**src/rtl/core/lkv_pkg.sv**
```systemverilog
// Shared constants, types and codes of the LRU key-value cache.
package lkv_pkg;

  localparam int ENTRIES = 16;
  localparam int IDX_W   = (ENTRIES > 1) ? $clog2(ENTRIES) : 1;
  localparam int CNT_W   = $clog2(ENTRIES + 1);
  localparam int CAP_W   = 5;
  localparam int DATA_W  = 32;

  localparam logic [CAP_W-1:0] CAP_RESET = 5'd16;

  localparam logic CMD_GET = 1'b0;
  localparam logic CMD_PUT = 1'b1;

  typedef logic [IDX_W-1:0]  idx_t;
  typedef logic [CNT_W-1:0]  cnt_t;
  typedef logic [DATA_W-1:0] data_t;

  typedef struct packed {
    logic  hit;
    idx_t  hit_idx;
    idx_t  free_idx;
    idx_t  victim_idx;
  } lookup_t;

  typedef struct packed {
    logic  fire;
    logic  cmd;
    data_t key;
    data_t value;
  } req_t;

endpackage

```
**src/rtl/core/lkv_lookup.sv**
```systemverilog
// Parallel key compare, free-slot pick and least-recent entry pick.
module lkv_lookup
  import lkv_pkg::*;
(
  input  data_t   key,
  input  data_t   keys   [ENTRIES],
  input  logic    valid  [ENTRIES],
  input  idx_t    rank   [ENTRIES],
  input  cnt_t    count,
  output lookup_t look
);

  cnt_t oldest;

  assign oldest = count - cnt_t'(1);

  always_comb begin
    look = '0;
    for (int i = ENTRIES - 1; i >= 0; i--) begin
      if (valid[i] && keys[i] == key) begin
        look.hit     = 1'b1;
        look.hit_idx = idx_t'(i);
      end
      if (!valid[i]) begin
        look.free_idx = idx_t'(i);
      end
      // Ranks of valid entries are distinct 0..count-1, so the oldest one
      // carries rank count-1.
      if (valid[i] && cnt_t'(rank[i]) == oldest) begin
        look.victim_idx = idx_t'(i);
      end
    end
  end

endmodule

```
**src/rtl/core/lkv_store.sv**
```systemverilog
// Entry storage with recency ranks; applies one get or put per cycle.
module lkv_store
  import lkv_pkg::*;
(
  input  logic             clk,
  input  logic             rst_n,
  input  req_t             req,
  input  logic [CAP_W-1:0] capacity,
  output logic             rsp_hit,
  output data_t            rsp_value
);

  data_t   keys_r   [ENTRIES];
  data_t   values_r [ENTRIES];
  logic    valid_r  [ENTRIES];
  idx_t    rank_r   [ENTRIES];
  cnt_t    count_r;

  lookup_t look;
  cnt_t    eff_cap;
  logic    evict;
  logic    do_touch;
  logic    do_write_key;
  logic    do_write_value;
  logic    do_insert;
  idx_t    target;
  cnt_t    thresh;

  lkv_lookup u_lookup (
    .key   (req.key),
    .keys  (keys_r),
    .valid (valid_r),
    .rank  (rank_r),
    .count (count_r),
    .look  (look)
  );

  always_comb begin
    if (capacity == '0) begin
      eff_cap = cnt_t'(1);
    end else if (32'(capacity) > 32'(ENTRIES)) begin
      eff_cap = cnt_t'(ENTRIES);
    end else begin
      eff_cap = cnt_t'(capacity);
    end
  end

  assign evict = (count_r >= eff_cap);

  always_comb begin
    do_touch       = 1'b0;
    do_write_key   = 1'b0;
    do_write_value = 1'b0;
    do_insert      = 1'b0;
    target         = look.hit_idx;
    thresh         = cnt_t'(rank_r[look.hit_idx]);
    if (req.fire) begin
      if (look.hit) begin
        do_touch       = 1'b1;
        do_write_value = (req.cmd == CMD_PUT);
      end else if (req.cmd == CMD_PUT) begin
        do_touch       = 1'b1;
        do_write_key   = 1'b1;
        do_write_value = 1'b1;
        if (evict) begin
          target = look.victim_idx;
          thresh = count_r - cnt_t'(1);
        end else begin
          target    = look.free_idx;
          thresh    = count_r;
          do_insert = 1'b1;
        end
      end
    end
  end

  assign rsp_hit   = look.hit;
  assign rsp_value = look.hit ? values_r[look.hit_idx] : '1;

  always_ff @(posedge clk) begin
    if (do_write_key) begin
      keys_r[target] <= req.key;
    end
    if (do_write_value) begin
      values_r[target] <= req.value;
    end
  end

  always_ff @(posedge clk) begin
    if (!rst_n) begin
      for (int i = 0; i < ENTRIES; i++) begin
        valid_r[i] <= 1'b0;
        rank_r[i]  <= '0;
      end
      count_r <= '0;
    end else if (do_touch) begin
      for (int i = 0; i < ENTRIES; i++) begin
        if (idx_t'(i) == target) begin
          rank_r[i] <= '0;
        end else if (valid_r[i] && cnt_t'(rank_r[i]) < thresh) begin
          rank_r[i] <= rank_r[i] + idx_t'(1);
        end
      end
      if (do_insert) begin
        valid_r[target] <= 1'b1;
        count_r         <= count_r + cnt_t'(1);
      end
    end
  end

endmodule

```
**src/rtl/core/lru_key_value_cache.sv**
```systemverilog
// Top level of the LRU key-value cache: channel registers and configuration.
//
// A fully associative key-value store with least-recently-used replacement.
// The input channel (in_valid / in_stall) carries one word per command:
// in_command selects get or put, in_key is the key and in_value the data for
// a put. The result channel (out_valid / out_stall) carries one word per get:
// out_hit tells whether the key was present and out_read_value holds the
// stored value, or all ones on a miss. A put produces no result word.
// A word is accepted into an input register and is applied to the store from
// there, where every entry's key is compared in parallel and the recency ranks
// are updated at once. The result word of a get is loaded into the output
// register at the end of the cycle in which the get is applied. The block
// sustains one word per cycle while the receiver does not stall; the rate is
// set by the single compare-and-update pass over the entries.
// When the receiver stalls with a result held, a pending get waits in the
// input register and in_stall rises; puts still pass through.
// The capacity register (cfg_we / cfg_data) limits how many entries are in
// use before eviction starts; zero counts as one. Write it only while idle.
// Synchronous reset empties the store and sets the capacity to 16.
module lru_key_value_cache
  import lkv_pkg::*;
(
  input  logic                     clk,
  input  logic                     rst_n,
  input  logic                     cfg_we,
  input  logic        [CAP_W-1:0]  cfg_data,
  input  logic                     in_valid,
  output logic                     in_stall,
  input  logic                     in_command,
  input  logic signed [DATA_W-1:0] in_key,
  input  logic signed [DATA_W-1:0] in_value,
  output logic                     out_valid,
  input  logic                     out_stall,
  output logic                     out_hit,
  output logic signed [DATA_W-1:0] out_read_value
);

  logic [CAP_W-1:0] capacity_r;

  logic  s1_valid_r;
  logic  s1_cmd_r;
  data_t s1_key_r;
  data_t s1_value_r;
  logic  s1_valid_nxt;

  logic  out_valid_r;
  logic  out_hit_r;
  data_t out_value_r;
  logic  out_valid_nxt;

  logic  out_free;
  logic  s1_go;
  logic  in_take;
  req_t  req;
  logic  rsp_hit;
  data_t rsp_value;

  always_ff @(posedge clk) begin
    if (!rst_n) begin
      capacity_r <= CAP_RESET;
    end else if (cfg_we) begin
      capacity_r <= cfg_data;
    end
  end

  // A get needs room in the output register; a put never does.
  assign out_free = !out_valid_r || !out_stall;
  assign s1_go    = s1_valid_r && (s1_cmd_r == CMD_PUT || out_free);
  assign in_stall = s1_valid_r && !s1_go;
  assign in_take  = in_valid && !in_stall;

  always_comb begin
    s1_valid_nxt = s1_valid_r;
    if (in_take) begin
      s1_valid_nxt = 1'b1;
    end else if (s1_go) begin
      s1_valid_nxt = 1'b0;
    end
  end

  always_ff @(posedge clk) begin
    if (!rst_n) begin
      s1_valid_r <= 1'b0;
    end else begin
      s1_valid_r <= s1_valid_nxt;
    end
  end

  always_ff @(posedge clk) begin
    if (in_take) begin
      s1_cmd_r   <= in_command;
      s1_key_r   <= $unsigned(in_key);
      s1_value_r <= $unsigned(in_value);
    end
  end

  assign req.fire  = s1_go;
  assign req.cmd   = s1_cmd_r;
  assign req.key   = s1_key_r;
  assign req.value = s1_value_r;

  lkv_store u_store (
    .clk       (clk),
    .rst_n     (rst_n),
    .req       (req),
    .capacity  (capacity_r),
    .rsp_hit   (rsp_hit),
    .rsp_value (rsp_value)
  );

  always_comb begin
    out_valid_nxt = out_valid_r;
    if (s1_go && s1_cmd_r == CMD_GET) begin
      out_valid_nxt = 1'b1;
    end else if (out_valid_r && !out_stall) begin
      out_valid_nxt = 1'b0;
    end
  end

  always_ff @(posedge clk) begin
    if (!rst_n) begin
      out_valid_r <= 1'b0;
    end else begin
      out_valid_r <= out_valid_nxt;
    end
  end

  always_ff @(posedge clk) begin
    if (s1_go && s1_cmd_r == CMD_GET) begin
      out_hit_r   <= rsp_hit;
      out_value_r <= rsp_value;
    end
  end

  assign out_valid      = out_valid_r;
  assign out_hit        = out_hit_r;
  assign out_read_value = $signed(out_value_r);

endmodule
```
**config.mk**
```make
export PLATFORM = sky130hd
export DESIGN_NAME = lru_key_value_cache
export DESIGN_NICKNAME = d
export VERILOG_FILES = /design/src/rtl/core/lkv_pkg.sv /design/src/rtl/core/lkv_lookup.sv /design/src/rtl/core/lkv_store.sv /design/src/rtl/core/lru_key_value_cache.sv
export SDC_FILE = /design/constraint.sdc
export NUM_CORES = 2
export LEC_CHECK = 0
export BUFFER_PORTS_ARGS = -buffer_cell sky130_fd_sc_hd__buf_2
export CORE_MARGIN = 2
export CORE_UTILIZATION = 40
export CTS_CLUSTER_DIAMETER = 200
export DETAILED_ROUTE_END_ITERATION = 6
export HOLD_SLACK_MARGIN = 0.15
export PLACE_DENSITY = 0.6
export SYNTH_ARGS = -nofsm -noshare
export SYNTH_HDL_FRONTEND = slang
export SYNTH_HIERARCHICAL = 1
export SYNTH_SLANG_ARGS = --single-unit
```
**constraint.sdc**
```tcl
create_clock -name clk -period 17 [get_ports clk]
set_clock_uncertainty 0.1 [all_clocks]
set_input_delay 3.4 -clock clk [delete_from_list [all_inputs] [get_ports clk]]
set_output_delay 3.4 -clock clk [all_outputs]
set_load 0.01 [all_outputs]
```
==> run_results.csv <==
group,metric,value,unit
clocking,ctsResizeCount,0,
clocking,h-tree-depth,3,
power_and_ir_drop,p_per_area,105,nW/µm²
global_routing,grt_antenna_before_repair,5,
floorplanning,start_util,40.2,%
route,drt_first_pass_iters,5,
worst_setup_path,worstSetupStartpointType,"flop",
final_layout,final_area,58600,µm²
place,place_area,54600,µm²
synthesis,synth_ff_type,"edfxtp_1",
worst_setup_path,crit_path_end_kind,"flop",
synthesis,synth_warnings,6,
timing,finalHoldViolations,0,
route,route.met3.wl,6.15,mm
synthesis,synth_edf_count,1122,
final_layout,synthToLayoutAreaGrowth,12.8,%
worst_setup_path,crit_top_cell,"a21oi_1",
synthesis,netlist_area,51900,µm²
power_and_ir_drop,p_total,6.17,mW
route,drtAntennaViolNets,0,
run,cap_viol_max_count,0,
clocking,post_cts_buffers,0,
min_path,whs_path_depth,2,
route,wirelength_met1,57.1,mm
floorplanning,fp.dieW,364,µm
place,dp_hpwl,69.3,mm
route,drc,0,
worst_setup_path,cp_slowest_cell,"buf_4",
route,detail_route.wl_per_cell,24.5,µm
final_layout,layout.nets,3400,
timing,setup_violations,0,
synthesis,async_flop_share,0,%
worst_setup_path,arrival,8160,ps
worst_setup_path,worst_ep_required_time,17550,ps
clocking,cts_tree,"done",
route,wl_met2,60.0,mm
clocking,cts_sinks,1214,
synthesis,synthTopCellsByArea,"edfxtp_1 65%, mux4_2 7.7%, xnor2_1 7.5%, dfxtp_1 3.5%, xor2_1 2.6%",
global_routing,grt_max_degree,72,
final_layout,fin_util,45.3,%
worst_setup_path,rr_worst_depth,21,
synthesis,yosysUniqueCellTypes,89,
clocking,clockBufferDepth,3,
clocking,clock_latency,740,ps
clocking,hold_buffers,0,
min_path,hold_class,"flop to flop",
route,post_drt_via_cell_ratio,5.36,
place,globalplace.congestion,0.850,
worst_setup_path,max_stage_delay,820,ps
timing,slew_viol_final,0,
synthesis,netlist_instances,3098,
worst_setup_path,crit_chain,"buf_4 > xnor2_1 > nand4_1 > nor4_1 > nand3_1 > o21ai_0 > a21boi_1 > o21ai_1 > a21oi_1 > o21ai_4 > buf_4 > mux4_2 > mux4_2 > a21oi_1 > buf_4 > ha_1 > a21oi_1 > o211ai_1 > a211o_1 > or3_1 > a21oi_1",
route,routed_wl,125,mm
final_layout,diodes,0,
floorplanning,row_count,132,
place,io_buffers,109,
power_and_ir_drop,peakVddDrop,85.5,µV
clocking,cts_buffers,118,
synthesis,yosys.area.top_type,"edfxtp_1",
synthesis,ys_ff_latch,1214,
global_routing,grt_pass1_wl,184,mm
global_routing,grtUsageTotal,18.9,%
route,highest_layer,"met4",
timing,fmax,0.131,GHz
place,dp_slack,9530,ps
timing,timing.final.crit_share,44.8,%
synthesis,synth_top_area_share,64.9,%
synthesis,synth_nets,3229,
synthesis,avgSynthCellArea,16.8,µm²
synthesis,ys_seq_area_share,68.4,%
global_routing,grt_pass1_vias,26860,
clocking,cts_root_buf,"clkbuf_16",
power_and_ir_drop,leakagePower,18.1,nW
timing,worst_pin_slew,1100,ps
final_layout,drive_gt1_share,18.6,%
timing,slew-limit-headroom,26.3,%
worst_setup_path,critical_path_class,"flop to flop",
clocking,clk_pin_slew,60,ps
route,num_vias,27414,
timing,fin_crit,7610,ps
floorplanning,io_pins,110,
floorplanning,core,129000,µm²
global_routing,grt-ovfl-total,0,
worst_setup_path,cp_max_fo,49,
timing,rsz0062_at_grt,"false",
outcome,outcome,"complete, no violations",
floorplanning,dieHeight,364,µm
timing,fin_ws,9390,ps
route,drtIter0Drc,2339,
floorplanning,die_area,133000,µm²
timing,tns,0,ps
[final timing paths]
check	from	to	slack [ps]
worst max-delay path	s1_key_r[4]	u_store/rank_r[6]	9390
worst min register to register	capacity_r[0]	capacity_r[0]	440
worst min-delay path	capacity_r[0]	capacity_r[0]	440
worst max register to register	s1_key_r[4]	u_store/rank_r[6]	9390
[cells in the final DEF, fill, tap and decap left out, drive strengths merged, types with 48 or more instances in the layout]
| master | synthesis | routed |
|---|---|---|
| inv | 47 | 48 |
| edfxtp | 1122 | 1122 |
| nand4 | 124 | 124 |
| nor2 | 118 | 118 |
| xor2 | 156 | 156 |
| dfxtp | 92 | 92 |
| clkinv | 0 | 63 |
| ha | 56 | 56 |
| xnor2 | 449 | 449 |
| nand2 | 66 | 66 |
| mux4 | 178 | 178 |
| buf | 103 | 197 |
| nand3 | 54 | 54 |
| clkbuf | 43 | 138 |
| a21oi | 58 | 58 |
[cells in the mapped netlist (9+ instances only)]
library cell     n
nand4_1        123
dfxtp_1         92
edfxtp_1      1122
nor2_1         117
o31ai_1         18
inv_1           47
xor2_1         156
buf_2           38
ha_1            56
nor4_1          44
nand2b_1        47
mux4_2         177
o21a_1          21
xnor2_1        445
o211ai_1        21
o21ai_1         21
a21oi_1         56
buf_6           35
o21ai_0         22
nor3_1          35
nand3_1         54
nand2_1         66
or3_1           17
clkbuf_1        43
o21bai_1        10
a211oi_1         9
o2111ai_1       13
or4_1            9
buf_1           18
buf_4           10
mux2i_1         15
[critical path, delay by kind of cell, from the launching register on]
kind,cells,cell delay [ps]
muxes,2,1110
buffers and inverters,3,1720
DFF,1,330
xor gates and xnor gates,1,200
and+or+nand+nor,4,1450
AOI/OAI and AO/OA,10,2290
adders and majority gates,1,280
[kinds of logic after synthesis]
group           share of synthesized area, %
xor+xnor                                10.3
flops                                   68.4
compound gates                          3.39
mux                                     8.12
fa+ha+maj                               1.55
buf+inv                                 2.12
simple gates                            6.07
[layout make-up]
| cell class | count | area [µm²] |
|---|---|---|
| repair buffers | 197 | 1210 |
| clock inverters | 83 | 865 |
| flip-flops and latches | 1214 | 35500 |
| clock buffers | 138 | 3050 |
| fillers | 11236 | 70600 |
| inverters | 47 | 176 |
| well taps | 1742 | 2180 |
| multi-input cells | 1691 | 15500 |
[routing by layer]
layer | up-vias | global-route usage [%]
met3 | 152 | 2.34
met1 | 14233 | 27.0
met5 | - | 0
met2 | 747 | 30.5
li1 | 12282 | -
met4 | 0 | 4.93
[state kept, by name, summed over array words and instances (netlist names), 5 cells and up]
register / count
capacity_r: 5
out_read_value: 32
s1_key_r: 32
s1_value_r: 32
u_store/count_r: 5
u_store/keys_r: 512
u_store/rank_r: 64
u_store/valid_r: 16
u_store/values_r: 512
[power breakdown]
| part | internal [mW] | switching [mW] | leakage, nW |
|---|---|---|---|
| clock network | 1.52 | 1.12 | 1.91 |
| logic | 0.0767 | 0.151 | 5.30 |
| registers | 3.28 | 0.0220 | 10.9 |
[metrics by stage]
stage	hold slack (ps)	std cells
after floorplan	363	3098
after global placement	408	4891
after detailed placement	414	4891
after CTS	450	5112
after global routing	474	5112
final	436	5112
Power figures use the tool's default switching activity.
